--- src/hw/rtl/ris_pkg.sv ---
// Shared types, constants and helper functions for the Richardson iteration solver.
`default_nettype none
package ris_pkg;

  localparam int VW       = 32;
  localparam int FRAC     = 24;
  localparam int IDX_W    = 6;
  localparam int ORD_W    = 7;
  localparam int MAX_ORDER = 64;
  localparam int CNT_W    = 20;
  localparam int TOL_W    = 25;
  localparam int ACC_W    = 48;
  localparam int NORM_W   = 46;

  localparam logic [1:0] REQ_WR_COEFF = 2'd0;
  localparam logic [1:0] REQ_WR_RHS   = 2'd1;
  localparam logic [1:0] REQ_SOLVE    = 2'd2;
  localparam logic [1:0] REQ_READ     = 2'd3;

  localparam logic [1:0] CFG_STEP  = 2'd0;
  localparam logic [1:0] CFG_TOL   = 2'd1;
  localparam logic [1:0] CFG_LIMIT = 2'd2;
  localparam logic [1:0] CFG_ORDER = 2'd3;

  typedef struct packed {
    logic [1:0]        req_type;
    logic [IDX_W-1:0]  row;
    logic [IDX_W-1:0]  col;
    logic signed [VW-1:0] value;
  } in_word_t;

  typedef struct packed {
    logic                 is_status;
    logic signed [VW-1:0] solution_value;
    logic [CNT_W-1:0]     iterations_done;
    logic                 converged;
  } out_word_t;

  typedef struct packed {
    logic issue;
    logic zero_x;
    logic clear;
  } mac_ctl_t;

  typedef enum logic [3:0] {
    ST_IDLE, ST_RD, ST_NRM, ST_NDRAIN, ST_TH1, ST_TH2, ST_MAC, ST_DRAIN,
    ST_FIN1, ST_FIN2, ST_FIN3, ST_SWEND, ST_DONE
  } state_t;

  // Saturate a wide signed value to the signed value range.
  function automatic logic signed [VW-1:0] sat_v(input logic signed [ACC_W:0] v);
    logic signed [ACC_W:0] hi;
    logic signed [ACC_W:0] lo;
    hi = (ACC_W+1)'(signed'({1'b0, {(VW-1){1'b1}}}));
    lo = -hi - (ACC_W+1)'(1);
    if (v > hi) return {1'b0, {(VW-1){1'b1}}};
    else if (v < lo) return {1'b1, {(VW-1){1'b0}}};
    else return v[VW-1:0];
  endfunction

  // Magnitude of a signed value as an unsigned word.
  function automatic logic [VW-1:0] mag_v(input logic signed [VW-1:0] v);
    return v[VW-1] ? VW'(-v) : VW'(v);
  endfunction

endpackage
`default_nettype wire

--- src/hw/rtl/ris_mac.sv ---
// Two-stage multiply-accumulate unit for one matrix row times the solution vector.
`default_nettype none
module ris_mac import ris_pkg::*; (
  input  wire logic                    clk,
  input  wire logic                    rst,
  input  wire mac_ctl_t                ctl,
  input  wire logic signed [VW-1:0]    coeff,
  input  wire logic signed [VW-1:0]    xval,
  output logic signed [ACC_W-1:0]      acc,
  output logic                         busy
);

  logic              v1;
  logic              v2;
  logic [2*VW-1:0]   prod;
  logic              neg;
  logic signed [VW-1:0] xs;
  logic [2*VW-FRAC-1:0] prod_sh;

  assign xs = ctl.zero_x ? '0 : xval;
  assign prod_sh = prod[2*VW-1:FRAC];
  assign busy = v1 | v2;

  always_ff @(posedge clk) begin
    if (rst) begin
      v1 <= 1'b0;
      v2 <= 1'b0;
    end else begin
      v1 <= ctl.issue;
      v2 <= v1;
    end
  end

  always_ff @(posedge clk) begin
    if (v1) begin
      prod <= mag_v(coeff) * mag_v(xs);
      neg  <= coeff[VW-1] ^ xs[VW-1];
    end
    if (ctl.clear) begin
      acc <= '0;
    end else if (v2) begin
      if (neg) acc <= acc - ACC_W'(prod_sh);
      else acc <= acc + ACC_W'(prod_sh);
    end
  end

endmodule
`default_nettype wire

--- config.mk ---
export PLATFORM = sky130hd
export DESIGN_NAME = ris_mac
export DESIGN_NICKNAME = d
export VERILOG_FILES = /design/src/hw/rtl/ris_pkg.sv /design/src/hw/rtl/ris_mac.sv
export SDC_FILE = /design/constraint.sdc
export NUM_CORES = 2
export LEC_CHECK = 0
export BUFFER_PORTS_ARGS = -buffer_cell sky130_fd_sc_hd__buf_4
export CAP_MARGIN = 20
export CORE_MARGIN = 5
export CORE_UTILIZATION = 31
export CTS_CLUSTER_SIZE = 28
export DETAILED_ROUTE_END_ITERATION = 10
export GPL_TIMING_DRIVEN = 0
export PLACE_DENSITY = 0.58
export SLEW_MARGIN = 30
export SYNTH_ARGS = -nofsm -noshare
export SYNTH_HDL_FRONTEND = slang
export SYNTH_SLANG_ARGS = --single-unit
--- constraint.sdc ---
create_clock -name clk -period 10 [get_ports clk]
set_clock_uncertainty 0.05 [all_clocks]
set_input_delay 0.5 -clock clk [delete_from_list [all_inputs] [get_ports clk]]
set_output_delay 0.5 -clock clk [all_outputs]
set_load 0.02 [all_outputs]
==> results.ini <==
[status]
outcome = completed

[critical_path]
critical_path_buf_inv_count = 5
start_kind = input pin
crit_type = in -> reg
cp_top_family = adder cells
r2r_start = prod[29]
endpoint_kind = register
startpoint = coeff[6]
worst-endpoint-required_ns = 10.12
cp_common_cell = fa_1
cp_slowest_cell = or4_4
r2r_slack_ns = 4.00
worstPathArrival_ns = 10.03
cpPeakStageDelay_ns = 0.65
cp_max_fo = 10

[routing]
postRouteAntennaNets = 0
drc = 0
vias_per_cell = 5.06
routed_wirelength_mm = 158
via_count = 33400
wl_per_cell_um = 24.0
drt-initial-drc-count = 2790
firstDrtPassIters = 6

[die]
fp.coreArea_sq_um = 129000
ios = 118
die_area_sq_um = 137000
initial_core_util = 0.311
row_count = 132
die_x_um = 370
die_y_um = 370

[placed_design]
hpwl_mm = 133
io_buffers = 114
finalWeightedCongestion = 1.03

[timing]
fin_crit_sh = 0.992
fmax_mhz = 101
hold_violations = 0
slew-limit-headroom = 0.246
timing.hold.ws_ns = 0.246
period_minus_slack_ns = 9.92
setup_viol_count_final = 0
worst_pin_slew_ns = 1.13
slew_violations = 0
rsz0062_at_grt = true

[synthesis]
synth-async-reset-ratio = 0
synthCells = 4673
ys_warn_count = 0
ys_seq_elements = 91
synthTopCellsByCount = inv_1, fa_1, nor2_1, nand2_1, ha_1
synth.top_cell.area_share = 0.448
yosysSeqAreaShare = 0.0557
synth_edf_count = 41
synth_area_sq_um = 40100
synth_area_leaders = fa_1, ha_1, inv_1
ys_types = 86
synth.avg_cell_area_sq_um = 8.57
syn-num-nets = 5948
synth_most_common_cell = inv_1
synth.largest_area_cell = fa_1
synth_ff_type = dfxtp_1

[global_routing]
grt.overflow.total = 0
grt_usage = 0.230
grt_pass1_wl_mm = 232
grt_max_degree = 32
first_global_vias = 35100
antenna_found_initial = 4

[final_layout]
final_net_count = 6136
drive_gt1_frac = 0.111
area_growth_syn_to_layout_pct = 14.3

[cts]
clk_pin_slew_ns = 0.06
cts-root-buf = clkbuf_16
clockBufferDepth = 2
htreeDepth = 3
numCtsBuffers = 9
clk_latency_ns = 0.36
cts_tree = yes
clkSinkCount = 91

[min_path]
hold_start = rst
hp-class = in -> reg

[job]
drv_cap = 0

## metal layers
metal | track usage | up-vias | wire length [um]
li1 | - | 14600 | -
met1 | 0.287 | 16900 | 61600
met2 | 0.370 | 1533 | 71500
met3 | 0.0446 | 382 | 13100
met4 | 0.140 | 2 | 12300
met5 | 0 | - | 12
## cell type report
class / instances / area (sq um)
antenna: 3 / 7.51
buffer: 199 / 1180
clock buffer: 9 / 225
clock inverter: 7 / 68.8
fill: 13300 / 83200
inverter: 941 / 3540
multi-input combinational: 3415 / 34700
sequential: 91 / 2230
tap: 1742 / 2180
timing repair buffer: 204 / 1660
## path summary, 6_finish.rpt
kind | cells after the start | to
worst min-delay path | 2 | v1
worst min register to register | 2 | acc[41]
worst max-delay path | 29 | prod[54]
worst max register to register | 18 | acc[38]
## cells in the final DEF (no fill, tap or decap), types with 31 or more instances in the layout
| cell | n |
|---|---|
| nand2_1 | 599 |
| a21o_1 | 78 |
| nor2_1 | 629 |
| edfxtp_1 | 41 |
| xor2_1 | 55 |
| ha_1 | 292 |
| buf_4 | 195 |
| clkbuf_2 | 51 |
| xnor2_1 | 95 |
| nor3_1 | 44 |
| mux2i_1 | 36 |
| nand4_1 | 31 |
| a21oi_1 | 128 |
| inv_1 | 937 |
| dfxtp_1 | 49 |
| o21ai_0 | 50 |
| clkbuf_1 | 90 |
| fa_1 | 889 |
## logic make-up (layout without fill, tap and decap cells)
group,count (synthesis),count (layout),share of synthesized area
AOI/OAI and AO/OA,459,459,0.0768
xor gates and xnor gates,199,199,0.0443
adders and majority gates,1206,1206,0.544
buffers and inverters,1167,1360,0.111
DFF,91,91,0.0557
muxes,37,37,0.00927
other,0,3,0
and+or+nand+nor,1514,1514,0.159
## sequential cells by signal, indices dropped and copies added (netlist names)
name,cells
v2,1
v1,1
neg,1
prod,40
acc,48
## stage by stage
step / utilization / instances / area (sq um) / setup WS, ns / setup TNS (ns)
global placement: 0.334 / 6529 / 43100 / -3.57 / -108.25
CTS: 0.350 / 6583 / 45100 / 0.00345 / 0
floorplan: - / 4673 / 40100 / 0.0404 / 0
detailed placement: 0.337 / 6536 / 43500 / -3.38 / -92.43
finish: 0.355 / 6611 / 45800 / 0.0846 / 0
global route: 0.355 / 6608 / 45800 / -0.137 / -0.347
## repair_timing
item                       4_1_cts  5_1_grt
hold buffers                     0        0
resized for setup              230      155
buffers inserted                53       30
setup endpoints to repair       40       25
pin swaps                       28       34
cloned                           0        0
Power is left out: the tool's default activity adds up to more than one toggle a clock period on the data nets, which glitch-free logic cannot reach.
